==> config.mk <==
export PLATFORM = sky130hd
export DESIGN_NAME = journal_record_deframer_core
export DESIGN_NICKNAME = d
export VERILOG_FILES = /design/src/hdl/jrd_pkg.sv /design/src/hdl/journal_record_deframer_core.sv /design/src/hdl/jrd_parser.sv
export SDC_FILE = /design/constraint.sdc
export NUM_CORES = 1
export LEC_CHECK = 0
export BUFFER_PORTS_ARGS = -buffer_cell sky130_fd_sc_hd__buf_2
export CAP_MARGIN = 20
export CORE_UTILIZATION = 25
export CTS_CLUSTER_DIAMETER = 200
export DETAILED_ROUTE_END_ITERATION = 10
export HOLD_SLACK_MARGIN = 0.12
export PLACE_DENSITY = 0.43
export SKIP_LAST_GASP = 1
export SYNTH_ARGS = -nofsm -noshare
export SYNTH_HDL_FRONTEND = slang
export SYNTH_SLANG_ARGS = --single-unit
==> constraint.sdc <==
create_clock -name clk -period 7.9 [get_ports clk]
set_input_delay 1.185 -clock clk [delete_from_list [all_inputs] [get_ports clk]]
set_output_delay 1.185 -clock clk [all_outputs]
set_load 0.05 [all_outputs]
==> src/hdl/jrd_pkg.sv <==
// Package for the journal record deframer: word types, role and status codes,
// and configuration register indexes. No dependencies.
package jrd_pkg;

  typedef struct packed {
    logic       kind;
    logic [7:0] log_byte;
  } in_word_t;

  typedef struct packed {
    logic [2:0]  byte_role;
    logic [7:0]  byte_out;
    logic [7:0]  current_op;
    logic [31:0] key_length;
    logic [31:0] value_length;
    logic        record_done;
    logic [1:0]  tail_status;
    logic [31:0] keep_length;
  } out_word_t;

  typedef struct packed {
    logic [7:0] put_code;
    logic [7:0] delete_code;
    logic [7:0] clear_code;
  } op_codes_t;

  localparam logic KIND_DATA = 1'b0;
  localparam logic KIND_END  = 1'b1;

  localparam logic [2:0] ROLE_OP      = 3'd0;
  localparam logic [2:0] ROLE_KEY_LEN = 3'd1;
  localparam logic [2:0] ROLE_KEY     = 3'd2;
  localparam logic [2:0] ROLE_VAL_LEN = 3'd3;
  localparam logic [2:0] ROLE_VAL     = 3'd4;
  localparam logic [2:0] ROLE_DISCARD = 3'd5;

  localparam logic [1:0] TAIL_CLEAN     = 2'd0;
  localparam logic [1:0] TAIL_TRUNCATED = 2'd1;
  localparam logic [1:0] TAIL_BAD_OP    = 2'd2;

  localparam int CFG_IDX_W = 2;
  localparam logic [CFG_IDX_W-1:0] CFG_PUT    = 2'd0;
  localparam logic [CFG_IDX_W-1:0] CFG_DELETE = 2'd1;
  localparam logic [CFG_IDX_W-1:0] CFG_CLEAR  = 2'd2;

  localparam logic [7:0] OP_RESET_PUT    = 8'd0;
  localparam logic [7:0] OP_RESET_DELETE = 8'd1;
  localparam logic [7:0] OP_RESET_CLEAR  = 8'd2;

endpackage

==> src/hdl/journal_record_deframer_core.sv <==
// Top level of the journal record deframer: input stage, result register,
// op code registers and handshake. Depends on jrd_pkg and jrd_parser.
//
// Usage:
//   in_valid/in_stall/in_data carry one word per log byte (kind = 0) or an
//   end-of-log marker (kind = 1). Each word produces exactly one result word
//   on out_valid/out_stall/out_data: the byte role, the byte, the current op
//   and lengths, a record-done flag and the keep length for data bytes; the
//   tail status and keep length for an end marker. An end marker restarts the parser.
//   cfg_valid/cfg_ready/cfg_index/cfg_data write the put, delete and clear
//   op codes (indexes 0, 1, 2). cfg_ready is always high; write only while
//   no words are in flight.
// Timing:
//   The input register takes a word at its accept edge; the parser result
//   is loaded into the result register when the input stage fires, which
//   out_stall can hold off; out_valid comes straight from that register.
//   Throughput is one word per cycle unless out_stall holds a full result.
// Reset:
//   rst_n (synchronous) empties both stages, restores op codes 0/1/2 and
//   returns the parser to expecting an op byte with zero offsets.
// Backpressure:
//   While out_stall holds a full result register, the input stage holds its
//   word and in_stall rises only if that stage is occupied.
module journal_record_deframer_core import jrd_pkg::*; #(
  parameter int LENGTH_BITS = 32,
  parameter int OFFSET_BITS = 32
) (
  input  logic                 clk,
  input  logic                 rst_n,
  input  logic                 in_valid,
  output logic                 in_stall,
  input  in_word_t             in_data,
  output logic                 out_valid,
  input  logic                 out_stall,
  output out_word_t            out_data,
  input  logic                 cfg_valid,
  output logic                 cfg_ready,
  input  logic [CFG_IDX_W-1:0] cfg_index,
  input  logic [7:0]           cfg_data
);

  logic      s1_valid_r, s1_valid_nxt;
  in_word_t  s1_word_r;
  logic      out_valid_r, out_valid_nxt;
  out_word_t out_word_r;
  op_codes_t codes_r;
  out_word_t result;
  logic      out_adv;
  logic      s1_fire;
  logic      in_fire;

  // Advance the result register when it is empty or being taken.
  assign out_adv   = !out_valid_r || !out_stall;
  assign s1_fire   = s1_valid_r && out_adv;
  assign in_stall  = s1_valid_r && !out_adv;
  assign in_fire   = in_valid && !in_stall;
  assign out_valid = out_valid_r;
  assign out_data  = out_word_r;
  assign cfg_ready = 1'b1;

  assign s1_valid_nxt  = in_fire || (s1_valid_r && !s1_fire);
  assign out_valid_nxt = s1_fire || (out_valid_r && out_stall);

  jrd_parser #(
    .LENGTH_BITS(LENGTH_BITS),
    .OFFSET_BITS(OFFSET_BITS)
  ) u_parser (
    .clk    (clk),
    .rst_n  (rst_n),
    .go     (s1_fire),
    .word   (s1_word_r),
    .codes  (codes_r),
    .result (result)
  );

  always_ff @(posedge clk) begin
    if (!rst_n) begin
      s1_valid_r  <= 1'b0;
      out_valid_r <= 1'b0;
    end else begin
      s1_valid_r  <= s1_valid_nxt;
      out_valid_r <= out_valid_nxt;
    end
  end

  // Payload registers: load on advance, hold otherwise.
  always_ff @(posedge clk) begin
    if (in_fire) begin
      s1_word_r <= in_data;
    end
    if (s1_fire) begin
      out_word_r <= result;
    end
  end

  // Op code registers; an index beyond the list is dropped.
  always_ff @(posedge clk) begin
    if (!rst_n) begin
      codes_r.put_code    <= OP_RESET_PUT;
      codes_r.delete_code <= OP_RESET_DELETE;
      codes_r.clear_code  <= OP_RESET_CLEAR;
    end else if (cfg_valid && cfg_ready) begin
      unique case (cfg_index)
        CFG_PUT:    codes_r.put_code    <= cfg_data;
        CFG_DELETE: codes_r.delete_code <= cfg_data;
        CFG_CLEAR:  codes_r.clear_code  <= cfg_data;
        default:    ;
      endcase
    end
  end

  // An empty input stage never pushes back.
  a_no_stall_when_empty: assert property (@(posedge clk) disable iff (!rst_n)
    !s1_valid_r |-> !in_stall)
    else $error("in_stall raised with empty input stage");

  // A word leaving the input stage lands in the result register.
  a_fire_fills_output: assert property (@(posedge clk) disable iff (!rst_n)
    s1_fire |=> out_valid_r)
    else $error("parsed word lost between stages");

  // A record can only end on a value byte or the last value length byte.
  a_done_role: assert property (@(posedge clk) disable iff (!rst_n)
    (out_valid_r && out_word_r.record_done) |->
      (out_word_r.byte_role == ROLE_VAL || out_word_r.byte_role == ROLE_VAL_LEN))
    else $error("record_done on unexpected byte role");

endmodule

==> src/hdl/jrd_parser.sv <==
// Record parser state machine: per-word phase tracking, length assembly,
// byte countdown and saturating offsets. Depends on jrd_pkg.
module jrd_parser import jrd_pkg::*; #(
  parameter int LENGTH_BITS = 32,
  parameter int OFFSET_BITS = 32
) (
  input  logic      clk,
  input  logic      rst_n,
  input  logic      go,
  input  in_word_t  word,
  input  op_codes_t codes,
  output out_word_t result
);

  typedef enum logic [2:0] {
    PH_OP, PH_KLEN, PH_KEY, PH_VLEN, PH_VAL, PH_DISCARD
  } phase_t;

  localparam logic [32:0] LEN_MAX = (33'd1 << LENGTH_BITS) - 33'd1;

  phase_t                 phase_r, phase_nxt;
  logic [1:0]             idx_r, idx_nxt;
  logic [23:0]            acc_r, acc_nxt;
  logic [LENGTH_BITS-1:0] rem_r, rem_nxt;
  logic [7:0]             op_r, op_nxt;
  logic [LENGTH_BITS-1:0] klen_r, klen_nxt;
  logic [LENGTH_BITS-1:0] vlen_r, vlen_nxt;
  logic [OFFSET_BITS-1:0] log_r, log_nxt;
  logic [OFFSET_BITS-1:0] kept_r, kept_nxt;
  logic                   bad_r, bad_nxt;

  logic [7:0]             b;
  logic [31:0]            full_len;
  logic [LENGTH_BITS-1:0] len;
  logic [LENGTH_BITS-1:0] rem_dec;
  logic                   op_ok;
  logic                   done;
  logic [2:0]             role;
  logic [63:0]            kept_ext;

  assign b        = word.log_byte;
  assign full_len = {b, acc_r};
  assign len      = ({1'b0, full_len} > LEN_MAX) ? LEN_MAX[LENGTH_BITS-1:0]
                                                 : full_len[LENGTH_BITS-1:0];
  assign rem_dec  = rem_r - LENGTH_BITS'(1);
  assign op_ok    = (b == codes.put_code) || (b == codes.delete_code) ||
                    (b == codes.clear_code);

  always_comb begin
    phase_nxt = phase_r;
    idx_nxt   = idx_r;
    acc_nxt   = acc_r;
    rem_nxt   = rem_r;
    op_nxt    = op_r;
    klen_nxt  = klen_r;
    vlen_nxt  = vlen_r;
    bad_nxt   = bad_r;
    done      = 1'b0;
    role      = ROLE_DISCARD;
    log_nxt   = (log_r != '1) ? log_r + OFFSET_BITS'(1) : log_r;

    // Place a length byte little-endian; the fourth byte closes the length.
    if (phase_r == PH_KLEN || phase_r == PH_VLEN) begin
      case (idx_r)
        2'd0:    acc_nxt[7:0]   = b;
        2'd1:    acc_nxt[15:8]  = b;
        2'd2:    acc_nxt[23:16] = b;
        default: acc_nxt        = '0;
      endcase
      idx_nxt = idx_r + 2'd1;
    end

    unique case (phase_r)
      PH_OP: begin
        role     = ROLE_OP;
        op_nxt   = b;
        klen_nxt = '0;
        vlen_nxt = '0;
        idx_nxt  = '0;
        acc_nxt  = '0;
        if (op_ok) begin
          phase_nxt = PH_KLEN;
        end else begin
          bad_nxt   = 1'b1;
          phase_nxt = PH_DISCARD;
        end
      end
      PH_KLEN: begin
        role = ROLE_KEY_LEN;
        if (idx_r == 2'd3) begin
          klen_nxt  = len;
          rem_nxt   = len;
          phase_nxt = (len != '0) ? PH_KEY : PH_VLEN;
        end
      end
      PH_KEY: begin
        role    = ROLE_KEY;
        rem_nxt = rem_dec;
        if (rem_dec == '0) begin
          phase_nxt = PH_VLEN;
        end
      end
      PH_VLEN: begin
        role = ROLE_VAL_LEN;
        if (idx_r == 2'd3) begin
          vlen_nxt = len;
          rem_nxt  = len;
          if (len != '0) begin
            phase_nxt = PH_VAL;
          end else begin
            done      = 1'b1;
            phase_nxt = PH_OP;
          end
        end
      end
      PH_VAL: begin
        role    = ROLE_VAL;
        rem_nxt = rem_dec;
        if (rem_dec == '0) begin
          done      = 1'b1;
          phase_nxt = PH_OP;
        end
      end
      default: begin
        role      = ROLE_DISCARD;
        phase_nxt = PH_DISCARD;
      end
    endcase

    kept_nxt = done ? log_nxt : kept_r;
    kept_ext = 64'(kept_nxt);
    if (word.kind == KIND_END) begin
      kept_ext = 64'(kept_r);
    end

    result              = '0;
    result.keep_length  = (kept_ext > 64'h0000_0000_FFFF_FFFF) ? 32'hFFFF_FFFF
                                                                : kept_ext[31:0];
    if (word.kind == KIND_END) begin
      result.tail_status = bad_r ? TAIL_BAD_OP :
                           ((phase_r != PH_OP) ? TAIL_TRUNCATED : TAIL_CLEAN);
    end else begin
      result.byte_role    = role;
      result.byte_out     = b;
      result.current_op   = op_nxt;
      result.key_length   = 32'(klen_nxt);
      result.value_length = 32'(vlen_nxt);
      result.record_done  = done;
    end
  end

  always_ff @(posedge clk) begin
    if (!rst_n || (go && word.kind == KIND_END)) begin
      phase_r <= PH_OP;
      idx_r   <= '0;
      acc_r   <= '0;
      rem_r   <= '0;
      op_r    <= '0;
      klen_r  <= '0;
      vlen_r  <= '0;
      log_r   <= '0;
      kept_r  <= '0;
      bad_r   <= 1'b0;
    end else if (go) begin
      phase_r <= phase_nxt;
      idx_r   <= idx_nxt;
      acc_r   <= acc_nxt;
      rem_r   <= rem_nxt;
      op_r    <= op_nxt;
      klen_r  <= klen_nxt;
      vlen_r  <= vlen_nxt;
      log_r   <= log_nxt;
      kept_r  <= kept_nxt;
      bad_r   <= bad_nxt;
    end
  end

endmodule

# Word-level counts from Yosys, hierarchy flattened
# Cells that the tools add are included.
[classes]
bitwise_logic = 2
n_addsub = 3
order_cmp = 1
muxes = 32
n_reduce_logical = 43
eq_ne = 21
[ops]
columns = ["cell", "count"]
rows = [
  ["32-bit 2-to-1 mux", 6],
  ["32-bit case mux with 2 select lines", 3],
  ["24-bit 2-to-1 mux", 2],
  ["8-bit case mux with 2 select lines", 3],
  ["32-bit by 1-bit adder with 32-bit output, second input constant", 1],
  ["32-bit greater-than comparator, second input constant", 1],
  ["32-bit zero test", 1],
  ["32-bit inequality test, second input constant", 1],
  ["32-bit nonzero test", 1],
  ["32-bit by 1-bit subtractor with 32-bit output, second input constant", 1],
  ["3-bit case mux with 5 select lines", 2],
  ["8-bit equality test", 3],
  ["3-bit 2-to-1 mux", 6],
  ["3-bit AND reduction", 5],
  ["2-bit by 1-bit inequality test with 1-bit output, second input constant", 6],
  ["2-bit OR reduction", 6],
  ["8-bit 2-to-1 mux", 1],
  ["2-bit AND reduction", 4],
  ["1-bit logical OR", 7],
  ["2-bit equality test, second input constant", 3],
  ["3-bit by 2-bit equality test with 1-bit output, second input constant", 2],
  ["1-bit logical AND", 6],
  ["1-bit zero test", 6],
  ["2-bit 2-to-1 mux", 3],
  ["other kinds (13)", 22],
]
[word_totals]
word_cells = 130
register_bits = 351

# Longest topological paths before layout
[logic_depth]
word_depth = 7
depth_mapped = 11
mapped_depth_nobuf = 10

# Hierarchy
# From an unflattened synthesis, not the netlist that was laid out.
[unflattened]
hier_cells = 1688
hier_area_um2 = 15902.8
[modules_own_cells]
columns = ["module", "cells_per_inst", "area_each_um2", "n_inst"]
rows = [
  ["jrd_parser", 1461, 11076.9, 1],
  ["journal_record_deframer_core", 227, 4825.9, 1],
]

# Least setup slack after synthesis
# Ideal clock, no wire load.
[synth_timing]
kind = "input port to flip-flop"
start = "in out_stall"
end = "reg u_parser.log_r[0]"
n_path_buf = 2
path_stages = 8
arrival_time_ns = 5.890
required_time_ns = 7.772
setup_ns = 0.128
slack_ns = 1.882
path_cell_list = "nand2_1 nand2_1 inv_1 clkbuf_1 clkbuf_1 nand2_1 xor2_1 nor2_1"
[synth_via]
elab_chain_len = 5
[synth_lines]
columns = ["element", "line_no", "text"]
rows = [
  ["from (decl)", "journal_record_deframer_core.sv:34", "input logic out_stall,"],
  ["1-bit zero test *", "journal_record_deframer_core.sv:53", "assign out_adv = !out_valid_r || !out_stall;"],
  ["1-bit logical OR *", "journal_record_deframer_core.sv:53", ""],
  ["1-bit logical AND *", "journal_record_deframer_core.sv:54", "assign s1_fire = s1_valid_r && out_adv;"],
  ["named net s1_fire", "journal_record_deframer_core.sv:49", "logic s1_fire;"],
  ["1-bit logical AND", "jrd_parser.sv:153", "if (!rst_n || (go && word.kind == KIND_END)) begin"],
  ["1-bit logical OR", "jrd_parser.sv:153", ""],
  ["to (signal assigned)", "jrd_parser.sv:172", "log_r <= log_nxt;"],
  ["to (decl)", "jrd_parser.sv:28", "logic [OFFSET_BITS-1:0] log_r, log_nxt;"],
]
# Mark *: on every way through the listed nets, which the timed path passes. The rest lies on a longest branch.
# A chain may end at the register's enable or synchronous reset.

# Worst setup path after layout
[layout_timing]
start = "reg u_parser.phase_r[0]"
end = "reg u_parser.kept_r[15]"
[layout_via]
elab_chain_len = 3
elab_cells_between_ends = 4
cone_classes = "eq/ne (2); mux (2)"
[layout_lines]
columns = ["element", "line_no", "text"]
rows = [
  ["from (decl)", "jrd_parser.sv:21", "phase_t phase_r, phase_nxt;"],
  ["from (signal assigned)", "jrd_parser.sv:165", "phase_r <= phase_nxt;"],
  ["3-bit equality test / 3-bit by 2-bit equality test with 1-bit output (equally long branches)", "jrd_parser.sv:73", "unique case (phase_r)"],
  ["1-bit case mux with 2 select lines *", "jrd_parser.sv:73", ""],
  ["32-bit 2-to-1 mux *", "jrd_parser.sv:130", "kept_nxt = done ? log_nxt : kept_r;"],
  ["to (signal assigned)", "jrd_parser.sv:173", "kept_r <= kept_nxt;"],
  ["to (decl)", "jrd_parser.sv:29", "logic [OFFSET_BITS-1:0] kept_r, kept_nxt;"],
]
# Every way passes the cells marked *; elsewhere a longest branch is shown, timed or not.

==> impl_results.md <==
- Status: complete, but fails checks
- Failing checks: DRC
- WHS Endpoint: u_parser.op_r[4]$_SDFFE_PP0P_
- Leak: between 0.007 and 0.008 uW
- Commonest cells post-synth: dfxtp_1 (224), nand2_1 (199), nor2_1 (195)
- Post-Place Cells: between 2k and 3k
- Hold Path Depth: 2
- Critical path data arrival time: about 4.6 ns
- Core ar.: about 66000 sq um
- Setup CP Type: reg2reg
- Sequential fraction of the synthesis area: between 40% and 50%
- Total number of vias: 13.7k
- Max transition margin: 32.5%
- Initial drt markers: 980
- Num rows: between 90 and 100
- Hold Buf Count CTS: 0
- RePlAce Congestion: approximately 0.84
- Die area: just under 70000 sq um
- Clk_skew: approximately 0.027 ns
- Setup_tns: 0 ns
- Worst setup margin: roughly 3.7 ns
- Layout cell share with drive strength beyond 1: between 10% and 20%
- Slew Limit Fails: 0
- R2R Setup Slk: approximately 3.7 ns
- DR pass1 iterations: 8
- Global-route wire length before repair: between 70000 and 80000 microns
- Die extent in x: 261 microns
- Worst R2R Start: u_parser.phase_r[0]$_SDFFE_PP0P_
- Detailed Route WL: between 50000 and 60000 microns
- Setup violations, final: 0
- Num ports: 145
- CTS tree: yes
- Syn_area_per_cell: between 9 and 10 sq um
- Data required time of the worst path: roughly 8.3 ns
- PortBufs: 143
- Prevailing post-synth register cell: dfxtp_1
- CP Launch Type: register
- Worst setup EP type: register
- Yosys warnings: 0
- Starting Density: between 20% and 30%
- Initial antenna violation count: 1
- Cell count after synthesis: 1816
- #FFs+latches synth: roughly 350
- Number of global-route vias before repair: 13.1k
- Number of synthesized flops with an enable pin: between 100 and 150
- Hold Path Class: reg2reg
- N_diodes: 0
- Crit-path max FO: 47
- Setup bufs post-CTS: 0
- Worst r2r path cells: 8
- Worst r2r dst: u_parser.kept_r[15]$_SDFFE_PP0P_
- CTS-repair resized insts: 0
- Net count, final: 1916
- Post-route insts no fill: 2784
- Hold Vio Cnt, Final: 0
- CTS Sinks: about 350
- Min cycle time layout: 4.15 ns
- Pin count of the biggest net entering global routing: 99
- Unique cell type count in the Yosys netlist: 63
- Final Cycle Share: 52.6%
- RSZ-0062 raised after global routing: no
- PD cells: 221 nW/um^2
- Grt ovf: 0
- Worst-margin pin slew: 1.01 ns
- Final HPWL DP: ~32000 microns
- Hold_sp: u_parser.op_r[4]$_SDFFE_PP0P_
- CTS buffer count: 43
- H-tree depth: 2
- Max cap viols: 0
- # DRC: 7
- Die Ht: around 260 microns
- Average wire per standard cell: roughly 19 microns
- Final Power: ~4400 uW
- Yosys top cell by area: dfxtp_1
- VDD IR max: around 0.00013 V
- Syn nets: roughly 1.8k
- CTS clk-pin slew, worst paths: approximately 0.060 ns
- Worst skew pair latency: 0.58 ns
- Count leader, synth: dfxtp_1
- Global-route usage over all layers: 15.0%
- F_max: about 240 MHz
- Area share of the largest cell type after synthesis: between 20% and 30%
- Vias per cell: a little under 5
- Async SR Flop Fraction: 0%
- CTS Buffer Depth: 3
- Area delta synth->final: 17.4%
- Post-DRT Antenna Nets: 0
- Pre-CTS setup slack: roughly 3.7 ns
- Post-Syn Area: 16700 sq um
- CTS root buffer: clkbuf_16
- Synth top area cells: dfxtp_1 (27%), edfxtp_1 (23%), a22oi_1 (4.8%)
## placed cells by master, fill, tap and decap left out, types with 10 or more instances in the layout
cell type,count
a21o_1,64
a21oi_1,112
a22oi_1,106
and2_1,11
and3_1,15
buf_2,143
buf_4,29
clkbuf_16,44
dfxtp_1,223
edfxtp_1,127
inv_1,13
mux2_4,20
mux2i_1,38
nand2_1,198
nand3_1,94
nand4_1,43
nor2_1,193
nor2b_1,64
nor3_1,28
nor4_1,30
o21ai_0,67
or3_1,10
xnor2_1,48
xor2_1,43
## cells by family after synthesis
logic type	share of synthesized area, %
DFF	49.5
adders and majority gates	0.523
xor gates and xnor gates	4.76
muxes	4.80
buffers and inverters	3.88
and+or+nand+nor	21.3
other	0.0224
AOI/OAI and AO/OA	15.2
## metrics by stage
stage	cell area (sq um)	util, %	hold slack, ns
6_report	19700	29.8	0.456
5_1_grt	19700	29.8	0.479
4_1_cts	19600	29.7	0.457
3_5_place_dp	18200	27.6	0.449
3_3_place_gp	18200	27.6	0.442
2_1_floorplan	16700	-	0.435
## layout make-up
type	count	area (sq um)
clock buffer	55	1170
clock inverter	25	250
fill	6994	46300
timing repair buffer	174	976
multi-input combinational	1301	7830
inverter	14	57.6
sequential	351	8300
tap	864	1080
## routing by layer
metal	global-route usage (%)	part of all wire (%)	vias up
met4	4.58	2.1	0
met3	2.29	4.9	69
met2	23.6	45	343
met5	0	0	-
li1	-	-	6609
met1	21.0	47	6634
## registers in the layout, summed over array words and instances, names as in the netlist, 9 cells and up
signal	flops
u_parser.vlen_r	32
codes_r	24
s1_word_r	9
u_parser.kept_r	32
u_parser.acc_r	24
u_parser.klen_r	32
out_data	118
u_parser.log_r	32
u_parser.rem_r	32
## worst max-delay path, stage by stage, from the launching register on
cell	delay [ns]
dfxtp_2	0.81
buf_4	0.55
and3b_1	0.27
nand2_1	0.06
buf_4	0.29
nor3_1	0.77
nand2_1	0.80
nand4_1	0.31
o21ai_0	0.11
## how the worst max path moves through the flow
stage / cells after the start / from / endpoint
global route: 8 / u_parser.phase_r[0]$_SDFFE_PP0P_ / u_parser.kept_r[12]$_SDFFE_PP0P_
global placement: 8 / u_parser.rem_r[0]$_SDFFE_PP0P_ / u_parser.kept_r[6]$_SDFFE_PP0P_
CTS: 8 / u_parser.rem_r[0]$_SDFFE_PP0P_ / u_parser.kept_r[15]$_SDFFE_PP0P_
detailed placement: 8 / u_parser.rem_r[0]$_SDFFE_PP0P_ / u_parser.kept_r[15]$_SDFFE_PP0P_
finish: 8 / u_parser.phase_r[0]$_SDFFE_PP0P_ / u_parser.kept_r[15]$_SDFFE_PP0P_
floorplan: 8 / out_stall / u_parser.log_r[0]$_SDFFE_PP0P_
## report_power, final
group,leakage (uW),switching [uW],internal [uW]
registers,0.00301,28.4,1910
logic,0.00387,316,92.2
clock network,0.000689,820,1190
total,0.00756,1160,3190
Note: power is estimated with default switching activity, not from simulation.
